`config.mk`:
```
export PLATFORM = sky130hd
export DESIGN_NAME = access_code_correlator_flat
export DESIGN_NICKNAME = d
export VERILOG_FILES = /design/src/hdl/acc_pkg.sv /design/src/hdl/acc_in_if.sv /design/src/hdl/acc_out_if.sv /design/src/hdl/acc_cfg_if.sv /design/src/hdl/access_code_correlator.sv /design/src/hdl/acc_cell.sv /design/src/hdl/acc_popcount.sv /design/src/hdl/acc_list.sv /design/src/flat_wrapper.sv
export SDC_FILE = /design/constraint.sdc
export NUM_CORES = 1
export LEC_CHECK = 0
export BUFFER_PORTS_ARGS = -buffer_cell sky130_fd_sc_hd__buf_4
export CELL_PAD_IN_SITES_DETAIL_PLACEMENT = 1
export CELL_PAD_IN_SITES_GLOBAL_PLACEMENT = 2
export CORE_UTILIZATION = 45
export CTS_CLUSTER_SIZE = 30
export DETAILED_ROUTE_END_ITERATION = 16
export PLACE_DENSITY_LB_ADDON = 0.25
export SYNTH_ARGS = -nofsm -noshare
export SYNTH_HDL_FRONTEND = slang
export SYNTH_HIERARCHICAL = 1
export SYNTH_SLANG_ARGS = --single-unit
```
`constraint.sdc`:
```
create_clock -name clk -period 17.3 [get_ports clk]
set_input_delay 2.595 -clock clk [delete_from_list [all_inputs] [get_ports clk]]
set_output_delay 2.595 -clock clk [all_outputs]
set_load 0.005 [all_outputs]
```
`src/hdl/acc_pkg.sv`:
```
// Shared constants, types and codes for the access code correlator.
package acc_pkg;

    // Sizing
    localparam int MAX_PATTERN_BITS = 64;
    localparam int CAND_SLOTS       = 16;
    localparam int POSITION_BITS    = 16;

    // Fixed field widths of the ports
    localparam int CFG_IDX_W   = 3;
    localparam int CFG_DATA_W  = 64;
    localparam int LEN_FIELD_W = 7;
    localparam int ERR_FIELD_W = 7;
    localparam int CAP_FIELD_W = 5;
    localparam int POS_OUT_W   = 16;
    localparam int ERR_OUT_W   = 7;

    // Derived widths
    localparam int LEN_W       = $clog2(MAX_PATTERN_BITS + 1);
    localparam int DIST_W      = $clog2(MAX_PATTERN_BITS + 1);
    localparam int GROUP_BITS  = 8;
    localparam int NUM_GROUPS  = (MAX_PATTERN_BITS + GROUP_BITS - 1) / GROUP_BITS;
    localparam int GSUM_W      = $clog2(GROUP_BITS + 1);
    localparam int CAND_CNT_W  = $clog2(CAND_SLOTS + 1);
    localparam int CAND_IDX_W  = (CAND_SLOTS > 1) ? $clog2(CAND_SLOTS) : 1;
    localparam int COUNT_LIMIT = (1 << POSITION_BITS) + MAX_PATTERN_BITS;
    localparam int CNT_W       = $clog2(COUNT_LIMIT + 1);

    // Configuration register indexes
    localparam logic [CFG_IDX_W-1:0] CFG_TARGET_PATTERN = 3'd0;
    localparam logic [CFG_IDX_W-1:0] CFG_TARGET_LENGTH  = 3'd1;
    localparam logic [CFG_IDX_W-1:0] CFG_MAX_ERRORS     = 3'd2;
    localparam logic [CFG_IDX_W-1:0] CFG_MAX_CANDIDATES = 3'd3;
    localparam logic [CFG_IDX_W-1:0] CFG_EXACT_ONLY     = 3'd4;

    // Per-window tag that travels alongside the popcount pipeline
    typedef struct packed {
        logic                     valid;
        logic                     full;
        logic                     in_range;
        logic [POSITION_BITS-1:0] pos;
        logic                     frame_end;
    } acc_tag_t;

    // Search settings handed to the candidate list
    typedef struct packed {
        logic [ERR_FIELD_W-1:0] err_limit;
        logic [CAND_CNT_W-1:0]  cap;
        logic                   exact_mode;
    } acc_cfg_t;

    // Candidate list control
    typedef enum logic {
        ST_RUN,
        ST_EMIT
    } acc_state_t;

endpackage

```
`src/hdl/acc_in_if.sv`:
```
// Input bit channel: one received bit and its frame end mark per item.
interface acc_in_if;
    logic valid;
    logic ready;
    logic bit_value;
    logic frame_end;

    modport source (output valid, output bit_value, output frame_end, input ready);
    modport sink   (input valid, input bit_value, input frame_end, output ready);
endinterface

```
`src/hdl/acc_out_if.sv`:
```
// Result channel: one candidate position or a not-found mark per item.
interface acc_out_if;
    import acc_pkg::*;

    logic                 valid;
    logic                 ready;
    logic                 found;
    logic [POS_OUT_W-1:0] start_position;
    logic [ERR_OUT_W-1:0] error_count;
    logic                 overflow;
    logic                 last_result;

    modport source (output valid, output found, output start_position, output error_count,
                    output overflow, output last_result, input ready);
    modport sink   (input valid, input found, input start_position, input error_count,
                    input overflow, input last_result, output ready);
endinterface

```
`src/hdl/acc_cfg_if.sv`:
```
// Configuration write channel: register index and write data.
interface acc_cfg_if;
    import acc_pkg::*;

    logic                  valid;
    logic                  ready;
    logic [CFG_IDX_W-1:0]  index;
    logic [CFG_DATA_W-1:0] data;

    modport source (output valid, output index, output data, input ready);
    modport sink   (input valid, input index, input data, output ready);
endinterface

```
`src/hdl/access_code_correlator.sv`:
```
// Top level: access code search over a bit stream, one bit per item.
//
//  channel  dir  handshake        payload
//  sample   in   valid/ready      bit_value, frame_end
//  result   out  valid/ready      found, start_position, error_count, overflow, last_result
//  cfg      in   valid/ready      index, data (ready is always high)
//
// Bits are taken one per cycle while input is open. The item carrying frame_end
// closes input: its tag passes the first tag stage, two popcount stages and one
// list update, then each result of the list is loaded into the output register in
// turn, and the next bit is taken once the last result is loaded. A stalled result
// holds in the output register and delays the next load. Reset restores the
// register defaults and clears the window, counter and lists at once; no clearing pass.
module access_code_correlator (
    input  logic      clk,
    input  logic      rst_n,
    acc_in_if.sink    sample,
    acc_out_if.source result,
    acc_cfg_if.sink   cfg
);
    import acc_pkg::*;

    // Configuration registers
    logic [CFG_DATA_W-1:0]  target_pattern_reg;
    logic [LEN_FIELD_W-1:0] target_length_reg;
    logic [ERR_FIELD_W-1:0] max_errors_reg;
    logic [CAP_FIELD_W-1:0] max_candidates_reg;
    logic                   exact_only_reg;

    logic                   bit_accept;
    logic                   frame_clear;
    logic                   fe_pending_reg;
    logic [CNT_W-1:0]       bit_cnt_reg;
    logic [LEN_W-1:0]       len_eff;
    logic [CNT_W:0]         cnt_plus;
    logic [CNT_W:0]         pos_full;
    acc_tag_t               tag_next;
    acc_tag_t               tag_s1_reg;
    acc_tag_t               tag_s3;
    acc_cfg_t               list_cfg;
    logic [DIST_W-1:0]      miss_cnt;

    logic [MAX_PATTERN_BITS-1:0] win;
    logic [MAX_PATTERN_BITS-1:0] mismatch;

    assign cfg.ready    = 1'b1;
    assign sample.ready = !fe_pending_reg;
    assign bit_accept   = sample.valid && sample.ready;

    // Register writes
    always_ff @(posedge clk or negedge rst_n)
    begin
        if (!rst_n)
        begin
            target_pattern_reg <= '0;
            target_length_reg  <= LEN_FIELD_W'(32);
            max_errors_reg     <= '0;
            max_candidates_reg <= CAP_FIELD_W'(16);
            exact_only_reg     <= 1'b0;
        end
        else if (cfg.valid && cfg.ready)
        begin
            unique case (cfg.index)
                CFG_TARGET_PATTERN: target_pattern_reg <= cfg.data;
                CFG_TARGET_LENGTH:  target_length_reg  <= cfg.data[LEN_FIELD_W-1:0];
                CFG_MAX_ERRORS:     max_errors_reg     <= cfg.data[ERR_FIELD_W-1:0];
                CFG_MAX_CANDIDATES: max_candidates_reg <= cfg.data[CAP_FIELD_W-1:0];
                CFG_EXACT_ONLY:     exact_only_reg     <= cfg.data[0];
                default:            ;
            endcase
        end
    end

    // Effective code length: zero acts as one, large values saturate
    always_comb
    begin
        if (target_length_reg == '0)
        begin
            len_eff = LEN_W'(1);
        end
        else if (32'(target_length_reg) > 32'(MAX_PATTERN_BITS))
        begin
            len_eff = LEN_W'(MAX_PATTERN_BITS);
        end
        else
        begin
            len_eff = LEN_W'(target_length_reg);
        end
    end

    // Search settings for the list
    assign list_cfg.err_limit  = max_errors_reg;
    assign list_cfg.exact_mode = exact_only_reg;
    assign list_cfg.cap        = (32'(max_candidates_reg) > 32'(CAND_SLOTS))
                                 ? CAND_CNT_W'(CAND_SLOTS)
                                 : CAND_CNT_W'(max_candidates_reg);

    // Window start position of the incoming bit
    assign cnt_plus = {1'b0, bit_cnt_reg} + (CNT_W+1)'(1);
    assign pos_full = cnt_plus - (CNT_W+1)'(len_eff);

    always_comb
    begin
        tag_next.valid     = bit_accept;
        tag_next.full      = (cnt_plus >= (CNT_W+1)'(len_eff));
        tag_next.in_range  = (pos_full[CNT_W:POSITION_BITS] == '0);
        tag_next.pos       = pos_full[POSITION_BITS-1:0];
        tag_next.frame_end = sample.frame_end;
    end

    // Bit counter, frame-end hold and first tag stage
    always_ff @(posedge clk or negedge rst_n)
    begin
        if (!rst_n)
        begin
            bit_cnt_reg    <= '0;
            fe_pending_reg <= 1'b0;
            tag_s1_reg     <= '0;
        end
        else
        begin
            tag_s1_reg <= tag_next;
            if (frame_clear)
            begin
                bit_cnt_reg    <= '0;
                fe_pending_reg <= 1'b0;
            end
            else if (bit_accept)
            begin
                if (32'(bit_cnt_reg) < COUNT_LIMIT)
                begin
                    bit_cnt_reg <= bit_cnt_reg + CNT_W'(1);
                end
                if (sample.frame_end)
                begin
                    fe_pending_reg <= 1'b1;
                end
            end
        end
    end

    // Row of window cells, newest bit in cell zero
    for (genvar i = 0; i < MAX_PATTERN_BITS; i++)
    begin : g_cell
        logic shift_src;
        if (i == 0)
        begin : g_head
            assign shift_src = sample.bit_value;
        end
        else
        begin : g_link
            assign shift_src = win[i-1];
        end

        acc_cell u_cell (
            .clk         (clk),
            .rst_n       (rst_n),
            .shift_in    (shift_src),
            .shift_en    (bit_accept),
            .clear       (frame_clear),
            .pattern_bit (target_pattern_reg[i]),
            .enable      (LEN_W'(i) < len_eff),
            .bit_out     (win[i]),
            .mismatch    (mismatch[i])
        );
    end

    acc_popcount u_popcount (
        .clk      (clk),
        .rst_n    (rst_n),
        .mismatch (mismatch),
        .tag_in   (tag_s1_reg),
        .miss_cnt (miss_cnt),
        .tag_out  (tag_s3)
    );

    acc_list u_list (
        .clk         (clk),
        .rst_n       (rst_n),
        .tag         (tag_s3),
        .miss_cnt    (miss_cnt),
        .cfg         (list_cfg),
        .result      (result),
        .frame_clear (frame_clear)
    );

endmodule

```
`src/hdl/acc_cell.sv`:
```
// One window cell: holds a received bit, passes it on, flags a code mismatch.
module acc_cell (
    input  logic clk,
    input  logic rst_n,
    input  logic shift_in,
    input  logic shift_en,
    input  logic clear,
    input  logic pattern_bit,
    input  logic enable,
    output logic bit_out,
    output logic mismatch
);

    logic bit_reg;

    // Window bit, shifted toward older positions on every accepted item
    always_ff @(posedge clk or negedge rst_n)
    begin
        if (!rst_n)
        begin
            bit_reg <= 1'b0;
        end
        else if (clear)
        begin
            bit_reg <= 1'b0;
        end
        else if (shift_en)
        begin
            bit_reg <= shift_in;
        end
    end

    assign bit_out  = bit_reg;
    // Only cells inside the code length take part in the distance
    assign mismatch = enable & (bit_reg ^ pattern_bit);

endmodule

```
`src/hdl/acc_popcount.sv`:
```
// Two-stage registered popcount of the cell mismatch flags, tag carried along.
module acc_popcount (
    input  logic                                 clk,
    input  logic                                 rst_n,
    input  logic [acc_pkg::MAX_PATTERN_BITS-1:0] mismatch,
    input  acc_pkg::acc_tag_t                    tag_in,
    output logic [acc_pkg::DIST_W-1:0]           miss_cnt,
    output acc_pkg::acc_tag_t                    tag_out
);
    import acc_pkg::*;

    localparam int PAD_BITS = NUM_GROUPS * GROUP_BITS;

    logic [PAD_BITS-1:0] padded;
    logic [GSUM_W-1:0]   grp_next [NUM_GROUPS];
    logic [GSUM_W-1:0]   grp_reg  [NUM_GROUPS];
    acc_tag_t            tag_a_reg;
    logic [DIST_W-1:0]   dist_next;
    logic [DIST_W-1:0]   dist_reg;
    acc_tag_t            tag_b_reg;

    assign padded = PAD_BITS'(mismatch);

    // Stage A: count each group of eight flags
    always_comb
    begin
        for (int g = 0; g < NUM_GROUPS; g++)
        begin
            grp_next[g] = '0;
            for (int b = 0; b < GROUP_BITS; b++)
            begin
                grp_next[g] = grp_next[g] + GSUM_W'(padded[g*GROUP_BITS + b]);
            end
        end
    end

    always_ff @(posedge clk)
    begin
        for (int g = 0; g < NUM_GROUPS; g++)
        begin
            grp_reg[g] <= grp_next[g];
        end
    end

    // Stage B: add the group counts
    always_comb
    begin
        dist_next = '0;
        for (int g = 0; g < NUM_GROUPS; g++)
        begin
            dist_next = dist_next + DIST_W'(grp_reg[g]);
        end
    end

    always_ff @(posedge clk)
    begin
        dist_reg <= dist_next;
    end

    // Tag pipeline, valid bits reset
    always_ff @(posedge clk or negedge rst_n)
    begin
        if (!rst_n)
        begin
            tag_a_reg <= '0;
            tag_b_reg <= '0;
        end
        else
        begin
            tag_a_reg <= tag_in;
            tag_b_reg <= tag_a_reg;
        end
    end

    assign miss_cnt = dist_reg;
    assign tag_out  = tag_b_reg;

endmodule

```
`src/hdl/acc_list.sv`:
```
// Candidate lists: records exact and approximate hits, emits one list per frame.
module acc_list (
    input  logic                       clk,
    input  logic                       rst_n,
    input  acc_pkg::acc_tag_t          tag,
    input  logic [acc_pkg::DIST_W-1:0] miss_cnt,
    input  acc_pkg::acc_cfg_t          cfg,
    acc_out_if.source                  result,
    output logic                       frame_clear
);
    import acc_pkg::*;

    // Candidate storage, written only at the fill counts while they are below the cap
    logic [POSITION_BITS-1:0] exact_pos_mem  [CAND_SLOTS];
    logic [POSITION_BITS-1:0] approx_pos_mem [CAND_SLOTS];
    logic [DIST_W-1:0]        approx_err_mem [CAND_SLOTS];

    logic [CAND_CNT_W-1:0] exact_cnt_reg, exact_cnt_next;
    logic [CAND_CNT_W-1:0] approx_cnt_reg, approx_cnt_next;
    logic                  ovf_reg, ovf_next;
    acc_state_t            state_reg, state_next;
    logic [CAND_CNT_W-1:0] idx_reg, idx_next;

    logic                  out_valid_reg, out_valid_next;
    logic                  found_reg;
    logic [POS_OUT_W-1:0]  pos_reg;
    logic [ERR_OUT_W-1:0]  err_reg;
    logic                  out_ovf_reg;
    logic                  last_reg;

    logic                  rec_ok;
    logic                  exact_hit;
    logic                  approx_hit;
    logic [ERR_FIELD_W-1:0] dist_ext;
    logic                  sel_exact;
    logic                  sel_approx;
    logic [CAND_CNT_W-1:0] list_len;
    logic [CAND_IDX_W-1:0] rd_idx;
    logic                  emit_load;
    logic                  is_last;

    assign dist_ext   = ERR_FIELD_W'(miss_cnt);
    assign rec_ok     = tag.valid && tag.full && tag.in_range;
    assign exact_hit  = rec_ok && (miss_cnt == '0) && (exact_cnt_reg < cfg.cap);
    assign approx_hit = rec_ok && (dist_ext <= cfg.err_limit) && (approx_cnt_reg < cfg.cap);

    // Record hits at the current fill positions
    always_ff @(posedge clk)
    begin
        if (exact_hit)
        begin
            exact_pos_mem[exact_cnt_reg[CAND_IDX_W-1:0]] <= tag.pos;
        end
        if (approx_hit)
        begin
            approx_pos_mem[approx_cnt_reg[CAND_IDX_W-1:0]] <= tag.pos;
            approx_err_mem[approx_cnt_reg[CAND_IDX_W-1:0]] <= miss_cnt;
        end
    end

    // List choice; the counts behind it hold while emitting
    assign sel_exact  = (exact_cnt_reg != '0);
    assign sel_approx = !sel_exact && !cfg.exact_mode && (cfg.err_limit != '0)
                        && (approx_cnt_reg != '0);
    assign list_len   = (sel_exact || sel_approx)
                        ? (sel_exact ? exact_cnt_reg : approx_cnt_reg)
                        : CAND_CNT_W'(1);
    assign rd_idx     = idx_reg[CAND_IDX_W-1:0];
    assign emit_load  = (state_reg == ST_EMIT) && (!out_valid_reg || result.ready);
    assign is_last    = (CAND_CNT_W'(idx_reg + CAND_CNT_W'(1)) == list_len);

    // Next state, counts and output valid
    always_comb
    begin
        state_next      = state_reg;
        idx_next        = idx_reg;
        exact_cnt_next  = exact_cnt_reg;
        approx_cnt_next = approx_cnt_reg;
        ovf_next        = ovf_reg;
        out_valid_next  = out_valid_reg && !result.ready;
        frame_clear     = 1'b0;

        unique case (state_reg)
            ST_RUN:
            begin
                if (exact_hit)
                begin
                    exact_cnt_next = exact_cnt_reg + CAND_CNT_W'(1);
                end
                if (approx_hit)
                begin
                    approx_cnt_next = approx_cnt_reg + CAND_CNT_W'(1);
                end
                if (tag.valid && tag.full && !tag.in_range)
                begin
                    ovf_next = 1'b1;
                end
                if (tag.valid && tag.frame_end)
                begin
                    state_next = ST_EMIT;
                    idx_next   = '0;
                end
            end
            ST_EMIT:
            begin
                if (emit_load)
                begin
                    out_valid_next = 1'b1;
                    idx_next       = idx_reg + CAND_CNT_W'(1);
                    // Frame done: drop all frame state
                    if (is_last)
                    begin
                        state_next      = ST_RUN;
                        exact_cnt_next  = '0;
                        approx_cnt_next = '0;
                        ovf_next        = 1'b0;
                        frame_clear     = 1'b1;
                    end
                end
            end
            default:
            begin
                state_next = ST_RUN;
            end
        endcase
    end

    // Control registers
    always_ff @(posedge clk or negedge rst_n)
    begin
        if (!rst_n)
        begin
            state_reg      <= ST_RUN;
            idx_reg        <= '0;
            exact_cnt_reg  <= '0;
            approx_cnt_reg <= '0;
            ovf_reg        <= 1'b0;
            out_valid_reg  <= 1'b0;
        end
        else
        begin
            state_reg      <= state_next;
            idx_reg        <= idx_next;
            exact_cnt_reg  <= exact_cnt_next;
            approx_cnt_reg <= approx_cnt_next;
            ovf_reg        <= ovf_next;
            out_valid_reg  <= out_valid_next;
        end
    end

    // Output payload, read from the chosen list
    always_ff @(posedge clk)
    begin
        if (emit_load)
        begin
            found_reg   <= sel_exact || sel_approx;
            out_ovf_reg <= ovf_reg;
            last_reg    <= is_last;
            if (sel_exact)
            begin
                pos_reg <= POS_OUT_W'(exact_pos_mem[rd_idx]);
                err_reg <= '0;
            end
            else if (sel_approx)
            begin
                pos_reg <= POS_OUT_W'(approx_pos_mem[rd_idx]);
                err_reg <= ERR_OUT_W'(approx_err_mem[rd_idx]);
            end
            else
            begin
                pos_reg <= '0;
                err_reg <= '0;
            end
        end
    end

    assign result.valid          = out_valid_reg;
    assign result.found          = found_reg;
    assign result.start_position = pos_reg;
    assign result.error_count    = err_reg;
    assign result.overflow       = out_ovf_reg;
    assign result.last_result    = last_reg;

endmodule

```
`src/flat_wrapper.sv`:
```
// flat-port wrapper written by rule: the top's interface ports become plain ports
module access_code_correlator_flat import acc_pkg::*;
  (clk, rst_n, sample_valid, sample_bit_value, sample_frame_end, sample_ready, result_valid, result_found, result_start_position, result_error_count, result_overflow, result_last_result, result_ready, cfg_valid, cfg_index, cfg_data, cfg_ready);
  acc_in_if sample_i ();
  acc_out_if result_i ();
  acc_cfg_if cfg_i ();
  input  logic clk;
  input  logic rst_n;
  input wire logic [$bits(sample_i.valid)-1:0] sample_valid;
  input wire logic [$bits(sample_i.bit_value)-1:0] sample_bit_value;
  input wire logic [$bits(sample_i.frame_end)-1:0] sample_frame_end;
  output wire logic [$bits(sample_i.ready)-1:0] sample_ready;
  output wire logic [$bits(result_i.valid)-1:0] result_valid;
  output wire logic [$bits(result_i.found)-1:0] result_found;
  output wire logic [$bits(result_i.start_position)-1:0] result_start_position;
  output wire logic [$bits(result_i.error_count)-1:0] result_error_count;
  output wire logic [$bits(result_i.overflow)-1:0] result_overflow;
  output wire logic [$bits(result_i.last_result)-1:0] result_last_result;
  input wire logic [$bits(result_i.ready)-1:0] result_ready;
  input wire logic [$bits(cfg_i.valid)-1:0] cfg_valid;
  input wire logic [$bits(cfg_i.index)-1:0] cfg_index;
  input wire logic [$bits(cfg_i.data)-1:0] cfg_data;
  output wire logic [$bits(cfg_i.ready)-1:0] cfg_ready;
  assign sample_i.valid = sample_valid;
  assign sample_i.bit_value = sample_bit_value;
  assign sample_i.frame_end = sample_frame_end;
  assign sample_ready = sample_i.ready;
  assign result_valid = result_i.valid;
  assign result_found = result_i.found;
  assign result_start_position = result_i.start_position;
  assign result_error_count = result_i.error_count;
  assign result_overflow = result_i.overflow;
  assign result_last_result = result_i.last_result;
  assign result_i.ready = result_ready;
  assign cfg_i.valid = cfg_valid;
  assign cfg_i.index = cfg_index;
  assign cfg_i.data = cfg_data;
  assign cfg_ready = cfg_i.ready;
  access_code_correlator u_core (.clk(clk), .rst_n(rst_n), .sample(sample_i), .result(result_i), .cfg(cfg_i));
endmodule
```
==> results of run 1 <==
[path summary, 6_finish.rpt]
kind                                             startpoint                        endpoint  slack [ns]  cells after the start
min in group asynchronous                             rst_n    u_core/max_candidates_reg[2]        2.04                      1
max in group asynchronous                             rst_n        u_core/u_list/idx_reg[0]       13.62                      2
worst max-delay path            u_core/target_length_reg[6]           u_core/tag_s1_reg[18]       12.43                     15
worst max register to register  u_core/target_length_reg[6]           u_core/tag_s1_reg[18]       12.43                     15
worst min register to register         u_core/tag_s1_reg[3]  u_core/u_popcount/tag_a_reg[3]        0.32                      0
worst min-delay path                   u_core/tag_s1_reg[3]  u_core/u_popcount/tag_a_reg[3]        0.32                      0
[layout by cell type (no fill, tap or decap), types with 46 or more instances in the layout]
master     count
nand2_1       81
clkbuf_16    101
and2_1        67
mux4_2       136
ha_1          63
fa_1          56
nor2_1       128
inv_1        179
xor2_1        87
dfrtp_1      239
edfxtp_1     650
o221ai_1      46
o21ai_0       80
buf_4        149
mux2i_1      148
mux2_2        80
[critical path, delay by kind of cell, from the launching register on]
family	cells	cell delay (ns)
AOI/OAI and AO/OA	3	0.66
adders and majority gates	2	0.65
and+or+nand+nor	7	2.50
muxes	1	0.20
DFF	1	0.48
buffers and inverters	2	0.22
[metrics by stage]
stage,instance area [µm²],util [%],std cells,worst slack [ns]
floorplan,40200,-,2535,9.36
global route,45600,51.6,3923,11.86
finish,45600,51.6,3923,12.43
detailed placement,42400,48.0,3740,12.46
CTS,45600,51.6,3923,12.39
global placement,42400,48.0,3740,12.49
[routing by layer]
metal	GRT usage, %	part of all wire (%)	up-vias
li1	-	-	9711
met1	30.4	43	11600
met2	38.9	51	571
met3	3.19	4.8	130
met4	6.18	2.0	0
met5	0	0	-
[power by group through the flow]
stage	Sequential (mW)	Combinational, mW	Clock (mW)
2_1_floorplan	2.92	1.59	0
3_3_place_gp	3.09	2.23	0
3_5_place_dp	3.12	2.31	0
4_1_cts	3.08	2.34	2.15
5_1_grt	3.11	2.51	2.22
6_report	3.07	2.28	2.10
[logic make-up (layout without fill, tap and decap cells)]
logic type | after synthesis | count (layout) | share of synthesized area (%)
adders and majority gates | 119 | 119 | 4.75
DFF | 933 | 933 | 65.7
muxes | 365 | 365 | 13.6
AOI/OAI and AO/OA | 259 | 259 | 4.52
other | 1 | 2 | 0.00934
and+or+nand+nor | 440 | 440 | 5.72
buffers and inverters | 294 | 517 | 2.97
xor gates and xnor gates | 123 | 123 | 2.70
[cell type report]
class,instances,area share (%)
Timing Repair Buffer,151,2.53
Clock buffer,139,6.05
Multi-Input combinational cell,1308,27.8
Clock inverter,44,1.02
Inverter,183,1.51
Tap cell,1165,3.20
Sequential cell,933,57.9
==> impl_results.md, run 1 <==
- Number of enable flip-flop cells after synthesis: 650
- ANT cells: 0
- Post-detailed-route via-to-cell ratio: 5.61
- Layout Nets: 2867
- Area used by multi-input combinational logic: 12700 µm²
- Starting Density: 45.4%
- Number of maximum-capacitance constraint violations: 0
- Largest net degree at the start of global routing: 123
- Mapped Cells: 2534
- Core footprint: 88400 µm²
- Total CTS buffers: 97
- Tot Pwr: 7.45 mW
- Setup Skew: 0.0554 ns
- Critical-path cell list: nor2_1 > inv_1 > nor2_1 > nand2_1 > or2_1 > mux2i_1 > ha_1 > inv_1 > fa_1 > a211oi_1 > nor2_1 > o31a_1 > nor4_4 > o21ai_2 > or3b_1
- Count of buffers added by post-CTS timing repair for setup: 0
- Class of the worst hold path: reg -> reg
- Most area-consuming cells after synthesis: edfxtp_1 (49%), dfrtp_1 (15%), mux4_2 (7.6%), mux2i_1 (3.7%), fa_1 (2.8%)
- Cell Int Power: 4.97 mW
- Ports placed on the boundary: 103
- Type of element launching the critical path: register
- Clock share of power: 28.1%
- Filler cell count in the final layout: 8379
- Leakage power: 16.7 nW
- Combined flip-flop and latch cell area: 26400 µm²
- Cell accounting for the most synthesized area: edfxtp_1
- Share of post-route cells with drive strength above 1: 20.2%
- Peak Freq: 205 MHz
- Portion of total power attributed to sequential cells: 41.2%
- Final global-route overflow total: 0
- Antenna Nets Post-Route: 0
- Share of flip-flops with an asynchronous set or reset after synthesis: 26.2%
- Placement Rows: 109
- Share of Yosys cell area claimed by the top area cell type: 48.6%
- Yosys warns: 6
- Flip-flop and latch count after synthesis: 933
- Number of global-route vias before repair: 23.9k
- Antenna violations before repair: 1
- Category of the most critical setup path: reg -> reg
- Initial DRC count: 1536
- Logic pwr share: 30.6%
- # hold bufs at CTS: 0
- Crit path time final: 4.87 ns
- Post-Synthesis Mean Instance Area: 15.9 µm²
- Setup repair after global routing missed its margin: false
- Type of destination of the critical path: register
- Switching power of the nets: 2.48 mW
- Post-CTS Resized: 0
- Final count of hold timing violations: 0
- Most frequent cell on the critical path: nor2_1
- Sw Share: 33.3%
- Routability congestion estimate from global placement: 0.845
- Final-report max-slew violation count: 0
- Number of port buffers: 101
- Relative slew slack: 22.4%
- Post-Synthesis Cell Area: 40200 µm²
- Horizontal die dimension: 301 µm
- Maximum ir drop on the vdd rail: 140 µV
- TritonCTS sink count: 933
- Die span in y: 301 µm
- Power density of the placed cells: 163 nW/µm²
- Result of the run: completed
- Cell with the largest stage delay on the worst path: nor2_1
- Wire length of the first global-routing pass: 152000 µm
- Clk slew on worst S/H paths: 0.06 ns
- Maximum number of buffers from clock root to sink: 3
- Post-route worst hold slack: 0.317 ns
- Aggregate global-route resource usage: 22.7%
- Root buf cell: clkbuf_16
- TritonCTS clock tree: yes
- Worst Max-Slew Pin Slew: 1.16 ns
- Aggregate negative setup slack: 0 ns
- Final setup vio count: 0
- Routed length per placed instance: 25.8 µm
- Highest fanout seen on the critical path: 18
- Htree depth: 3
- Critical Path AT: 5.37 ns
- Area added between synthesis and finish: 13.6%
- Detailed-router iteration count before antenna repair: 5
- DRT Wirelength: 101000 µm
- Commonest cells in the netlist: edfxtp_1 (650), dfrtp_1 (242), inv_1 (179), mux2i_1 (148), mux4_2 (136)
- Clk_lat worst skew: 0.67 ns
- Die area: 90500 µm²
- Total number of vias: 22.0k
- Portion of the post-synthesis area used by sequential elements: 65.7%
- Distinct cell type count after synthesis: 86
- Number of remaining DRC errors: 0
- Part of the cycle the worst path needs: 28.2%
- Most used DFF post-synth: edfxtp_1
- Most instantiated library cell after synthesis: edfxtp_1
- WP data required: 17.80 ns
- HPWL reported at the end of detailed placement: 63500 µm
- Max incr delay on CP: 0.71 ns
(Power assumes the default switching activity.)
==> inputs of run 2 (changes only) <==
clock period = 5 ns   (was 17.3 ns; I/O delays follow)
==> impl_results.md, run 2 (synthesized netlist as in run 1, its figures left out) <==
- Result of the run: completed (unchanged)
- Post-route worst hold slack: 0.0826 ns (was 0.317 ns)
- Combined flip-flop and latch cell area: 26400 µm² (unchanged)
- Final core occ: 51.7% (was 51.6%)
- Top Metal Used: met5 (was met4)
- Type of destination of the critical path: register (unchanged)
- Clk slew on worst S/H paths: 0.06 ns (about the same)
- TritonCTS clock tree: yes (unchanged)
- Number of remaining DRC errors: 0 (unchanged)
- DR WL met3: 4870 µm (was 4850 µm)
- Maximum ir drop on the vdd rail: 512 µV (was 140 µV)
- Final setup vio count: 0 (unchanged)
- Critical Path AT: 4.80 ns (was 5.37 ns)
- Worst Max-Slew Pin Slew: 1.18 ns (was 1.16 ns)
- Commonest non-fill, non-tap cells in the layout: edfxtp_1 (650), dfrtp_1 (239), inv_1 (179), buf_4 (153), mux2i_1 (148) (was edfxtp_1 (650), dfrtp_1 (239), inv_1 (179), buf_4 (149), mux2i_1 (148))
- Final-report max-slew violation count: 0 (unchanged)
- WP data required: 5.52 ns (was 17.80 ns)
- Post-CTS Resized: 0 (unchanged)
- Detailed-router iteration count before antenna repair: 5 (unchanged)
- Filler cell count in the final layout: 8390 (was 8379)
- Routability congestion estimate from global placement: 0.843 (was 0.845)
- Type of element launching the critical path: register (unchanged)
- Count of buffers added by post-CTS timing repair for setup: 0 (unchanged)
- Layout Nets: 2875 (was 2867)
- Area added between synthesis and finish: 13.7% (was 13.6%)
- Number of port buffers: 101 (unchanged)
- Number of global-route vias before repair: 24.2k (was 23.9k)
- Category of the most critical setup path: reg -> reg (unchanged)
- Core footprint: 88400 µm² (unchanged)
- Leakage power: 16.6 nW (was 16.7 nW)
- Metal2 WL: 52800 µm (was 51200 µm)
- Post-detailed-route via-to-cell ratio: 5.63 (was 5.61)
- Total number of vias: 22.1k (was 22.0k)
- Power density of the placed cells: 551 nW/µm² (was 163 nW/µm²)
- Largest net degree at the start of global routing: 118 (was 123)
- Placement Rows: 109 (unchanged)
- Number of maximum-capacitance constraint violations: 0 (unchanged)
- Count of cells along the worst register-to-register path: 15 (unchanged)
- Setup repair after global routing missed its margin: false (unchanged)
- Maximum number of buffers from clock root to sink: 3 (unchanged)
- Routed length per placed instance: 26.3 µm (was 25.8 µm)
- Antenna violations before repair: 5 (was 1)
- Root buf cell: clkbuf_16 (unchanged)
- Aggregate global-route resource usage: 23.3% (was 22.7%)
- Relative slew slack: 21.2% (was 22.4%)
- Htree depth: 3 (unchanged)
- Clk_lat worst skew: 0.69 ns (was 0.67 ns)
- # placed instances: 3747 (was 3740)
- Wire length of the first global-routing pass: 155000 µm (was 152000 µm)
- Highest fanout seen on the critical path: 10 (was 18)
- Final count of hold timing violations: 0 (unchanged)
- Die span in y: 301 µm (unchanged)
- TritonCTS sink count: 933 (unchanged)
- Setup Skew: 0.0501 ns (was 0.0554 ns)
- Ports placed on the boundary: 103 (unchanged)
- Aggregate negative setup slack: 0 ns (unchanged)
- Met1 wire length: 42700 µm (was 43100 µm)
- Leading cell type in the layout, fill and taps excluded: edfxtp_1 (unchanged)
- Share of post-route cells with drive strength above 1: 20.6% (was 20.2%)
- Initial DRC count: 1526 (was 1536)
- Total CTS buffers: 98 (was 97)
- Final global-route overflow total: 0 (unchanged)
- # hold bufs at CTS: 0 (unchanged)
- Die area: 90500 µm² (unchanged)
- Count of non-filler cells in the finished layout: 3934 (was 3923)
- Horizontal die dimension: 301 µm (unchanged)
- Starting Density: 45.4% (unchanged)
- Class of the worst hold path: in -> async (was reg -> reg)
- Crit path time final: 4.28 ns (was 4.87 ns)
- Part of the cycle the worst path needs: 85.6% (was 28.2%)
- Antenna Nets Post-Route: 0 (unchanged)
- Area used by multi-input combinational logic: 12700 µm² (about the same)
- HPWL reported at the end of detailed placement: 65100 µm (was 63500 µm)
- DRT Wirelength: 103000 µm (was 101000 µm)
- Peak Freq: 234 MHz (was 205 MHz)
## run 2: changes by cell type in the layout (fill, tap and decap cells not counted), moves of 4 or more
cell,delta
bufinv_16,-4
buf_4,+4
clkbuf_1,-8
clkinv_2,+4
## run 2: layout make-up
cell class,count,area share (%)
Clock buffer,131,5.90
Tap cell,1165,3.19
Clock inverter,55,1.08
Antenna cell,1,0.00548
Inverter,183,1.50
Timing Repair Buffer,158,2.72
Multi-Input combinational cell,1308,27.7
Sequential cell,933,57.8
## run 2: power by group
part / leakage (nW) / total (mW) / internal [mW] / switching (mW)
clock network: 1.55 / 7.11 / 3.99 / 3.12
logic: 6.30 / 7.40 / 3.32 / 4.08
registers: 8.76 / 10.7 / 9.50 / 1.16
total: 16.6 / 25.2 / 16.8 / 8.36
## run 2: worst max-delay path: stages (launching register included)
cell	delay, ns
dfrtp_1	0.49
nor2_1	0.19
inv_1	0.08
nor2_1	0.41
nand2_1	0.15
or2_1	0.27
mux2i_1	0.20
ha_1	0.21
inv_1	0.05
fa_1	0.42
a211oi_1	0.23
nor2_1	0.11
o31a_1	0.33
nor4_4	0.45
o21ai_2	0.13
or3b_1	0.39
## run 2: routing by layer
metal	global-route usage, %	vias to the layer above
li1	-	9718
met1	30.3	11700
met2	40.3	575
met3	3.22	167
met4	7.02	2
met5	0	-
## run 2: path summary, 6_finish.rpt
kind	start	endpoint	slack [ns]
setup / recovery	u_core/target_length_reg[6]	u_core/tag_s1_reg[18]	0.72
hold / removal	rst_n	u_core/bit_cnt_reg[10]	0.08
setup reg to reg	u_core/target_length_reg[6]	u_core/tag_s1_reg[18]	0.72
hold reg to reg	u_core/u_popcount/tag_a_reg[5]	u_core/u_popcount/tag_out[5]	0.33
max in group asynchronous	rst_n	u_core/target_pattern_reg[7]	3.75
min in group clk	sample_frame_end	u_core/tag_s1_reg[0]	0.22
## run 2: metrics by stage
| stage | setup slack [ns] | area (µm²) | power, mW |
|---|---|---|---|
| after floorplan | 0.346 | 40200 | 15.6 |
| after global placement | 0.849 | 42500 | 17.9 |
| after detailed placement | 0.703 | 42500 | 18.3 |
| after CTS | 0.673 | 45700 | 25.5 |
| after global routing | 0.359 | 45700 | 26.6 |
| final | 0.718 | 45700 | 25.2 |
==> inputs of run 3 (changes only) <==
clock period = 5.5 ns   (was 5 ns; I/O delays follow)
==> impl_results.md, run 3 (synthesized netlist as in run 1, its figures left out) <==
- Result of the run: completed (unchanged)
- Type of element launching the critical path: register (unchanged)
- Htree depth: 3 (unchanged)
- Layout Nets: 2882 (was 2875)
- Leading cell type in the layout, fill and taps excluded: edfxtp_1 (unchanged)
- Worst Max-Slew Pin Slew: 1.18 ns (about the same)
- Relative slew slack: 21.2% (about the same)
- Number of global-route vias before repair: 24.1k (was 24.2k)
- Share of post-route cells with drive strength above 1: 20.7% (was 20.6%)
- Area added between synthesis and finish: 14.0% (was 13.7%)
- TritonCTS sink count: 933 (unchanged)
- DR WL met3: 5060 µm (was 4870 µm)
- Number of port buffers: 101 (unchanged)
- Setup Skew: 0.0144 ns (was 0.0501 ns)
- Type of destination of the critical path: register (unchanged)
- Aggregate negative setup slack: 0 ns (unchanged)
- Instance count on the critical path: 16 (was 15)
- Final count of hold timing violations: 0 (unchanged)
- Post-CTS Resized: 0 (unchanged)
- Maximum ir drop on the vdd rail: 341 µV (was 512 µV)
- End point of the critical path: u_core/tag_s1_reg[18] (unchanged)
- Filler cell count in the final layout: 8372 (was 8390)
- Die span in y: 301 µm (unchanged)
- Routability congestion estimate from global placement: 0.819 (was 0.843)
- Leakage power: 16.7 nW (was 16.6 nW)
- Capture instance of the worst register-to-register path: u_core/tag_s1_reg[18] (unchanged)
- Crit path time final: 4.43 ns (was 4.28 ns)
- TritonCTS clock tree: yes (unchanged)
- # placed instances: 3753 (was 3747)
- Number of maximum-capacitance constraint violations: 0 (unchanged)
- WP data required: 6.03 ns (was 5.52 ns)
- Final setup vio count: 0 (unchanged)
- Commonest non-fill, non-tap cells in the layout: edfxtp_1 (650), dfrtp_1 (239), inv_1 (179), buf_4 (160), mux2i_1 (148) (was edfxtp_1 (650), dfrtp_1 (239), inv_1 (179), buf_4 (153), mux2i_1 (148))
- Initial DRC count: 1489 (was 1526)
- Highest fanout seen on the critical path: 18 (was 10)
- Worst setup slack for register-to-register paths: 1.07 ns (was 0.72 ns)
- DRT Wirelength: 102000 µm (was 103000 µm)
- Count of buffers added by post-CTS timing repair for setup: 0 (unchanged)
- Root buf cell: clkbuf_16 (unchanged)
- Met1 wire length: 43100 µm (was 42700 µm)
- Clk_lat worst skew: 0.66 ns (was 0.69 ns)
- Launch point of the worst path: u_core/target_length_reg[6] (unchanged)
- Antenna Nets Post-Route: 0 (unchanged)
- Most frequent cell on the critical path: nor2_1 (unchanged)
- Beginning of the worst register-to-register path: u_core/target_length_reg[6] (unchanged)
- Die area: 90500 µm² (unchanged)
- Horizontal die dimension: 301 µm (unchanged)
- Part of the cycle the worst path needs: 80.6% (was 85.6%)
- Antenna violations before repair: 7 (was 5)
- Number of remaining DRC errors: 0 (unchanged)
- Worst Path Buf+Inv: 3 (was 2)
- Wire length of the first global-routing pass: 153000 µm (was 155000 µm)
- Core footprint: 88400 µm² (unchanged)
- Count of non-filler cells in the finished layout: 3939 (was 3934)
- Power density of the placed cells: 506 nW/µm² (was 551 nW/µm²)
- Max incr delay on CP: 0.51 ns (was 0.49 ns)
- Top Metal Used: met5 (unchanged)
- Final Worst Setup Slack: 1.07 ns (was 0.718 ns)
- Metal2 WL: 51500 µm (was 52800 µm)
- Setup repair after global routing missed its margin: false (unchanged)
- Largest net degree at the start of global routing: 119 (was 118)
- Class of the worst hold path: in -> async (unchanged)
- Detailed-router iteration count before antenna repair: 6 (was 5)
- Total number of vias: 22.1k (about the same)
- Critical Path AT: 4.97 ns (was 4.80 ns)
- Pre-CTS setup slack: 1.04 ns (was 0.703 ns)
- Count of cells along the worst register-to-register path: 16 (was 15)
- Routed length per placed instance: 25.8 µm (was 26.3 µm)
- Aggregate global-route resource usage: 23.0% (was 23.3%)
- Final-report max-slew violation count: 0 (unchanged)
- Final global-route overflow total: 0 (unchanged)
- Peak Freq: 226 MHz (was 234 MHz)
- HPWL reported at the end of detailed placement: 64700 µm (was 65100 µm)
- Placement Rows: 109 (unchanged)
- Total CTS buffers: 99 (was 98)
- Clk slew on worst S/H paths: 0.07 ns (was 0.06 ns)
- Critical-path cell list: nor2_1 > buf_4 > inv_1 > nor2_1 > nand2_1 > or2_1 > mux2i_1 > ha_1 > inv_1 > fa_1 > a211oi_1 > nor2_1 > o31a_1 > nor4_4 > o21ai_2 > or3b_1 (was nor2_1 > inv_1 > nor2_1 > nand2_1 > or2_1 > mux2i_1 > ha_1 > inv_1 > fa_1 > a211oi_1 > nor2_1 > o31a_1 > nor4_4 > o21ai_2 > or3b_1)
- Ports placed on the boundary: 103 (unchanged)
- Post-detailed-route via-to-cell ratio: 5.62 (was 5.63)
- Category of the most critical setup path: reg -> reg (unchanged)
- # hold bufs at CTS: 0 (unchanged)
- Maximum number of buffers from clock root to sink: 3 (unchanged)
- Cell with the largest stage delay on the worst path: dfrtp_1 (unchanged)
- Starting Density: 45.4% (unchanged)
- Top delay family on crit path: simple AND/OR/NAND/NOR gates (unchanged)
[run 3: cell count changes in the layout (fill, tap and decap cells not counted), sizes merged]
cell | previous run | this run
inv | 183 | 184
bufinv | 3 | 5
clkbuf | 131 | 136
clkinv | 48 | 39
buf | 158 | 164
[run 3: where the power goes]
part	switching (mW)	internal, mW
Clock	2.76	3.83
Combinational	3.85	3.09
Sequential	1.00	8.64
Total	7.61	15.6
[run 3: layout make-up]
cell class	instances	area, µm²	share of cell area, %
Sequential cell	933	26400	57.7
Clock buffer	136	2810	6.15
Antenna cell	1	2.50	0.00547
Clock inverter	49	453	0.989
Tap cell	1165	1460	3.18
Multi-Input combinational cell	1308	12700	27.7
Inverter	183	687	1.50
Timing Repair Buffer	164	1280	2.79
[run 3: per-layer routing]
layer / vias up / global-route usage (%)
li1: 9734 / -
met1: 11700 / 30.5
met2: 539 / 39.7
met3: 134 / 3.25
met4: 2 / 5.89
met5: - / 0
[run 3: stage by stage]
step	total power, mW	util [%]	hold slack (ns)	cell area, µm²
after floorplan	14.2	-	0.331	40200
after global placement	16.6	48.1	0.332	42500
after detailed placement	16.8	48.1	0.336	42500
after CTS	23.5	51.8	0.0832	45800
after global routing	24.4	51.8	0.117	45800
final	23.2	51.8	0.100	45800
[run 3: how the worst min path moves through the flow]
stage	endpoint	cells past startpoint	slack, ns
global route	u_core/g_cell[45].u_cell/bit_out	1	0.12
detailed placement	u_core/u_popcount/tag_a_reg[8]	0	0.34
CTS	u_core/g_cell[45].u_cell/bit_out	1	0.08
floorplan	u_core/u_popcount/tag_a_reg[0]	0	0.33
finish	u_core/g_cell[45].u_cell/bit_out	1	0.10
global placement	u_core/u_popcount/tag_a_reg[18]	0	0.33
[run 3: worst register-to-register path: cells and delay by family (launching register included)]
kind                     cells  cell delay [ns]
flip-flops                   1             0.51
adder cells (fa/ha/maj)      2             0.63
AND/OR/NAND/NOR              7             1.91
multiplexers                 1             0.21
AO/OA/AOI/OAI                3             0.69
buffers and inverters        3             0.35
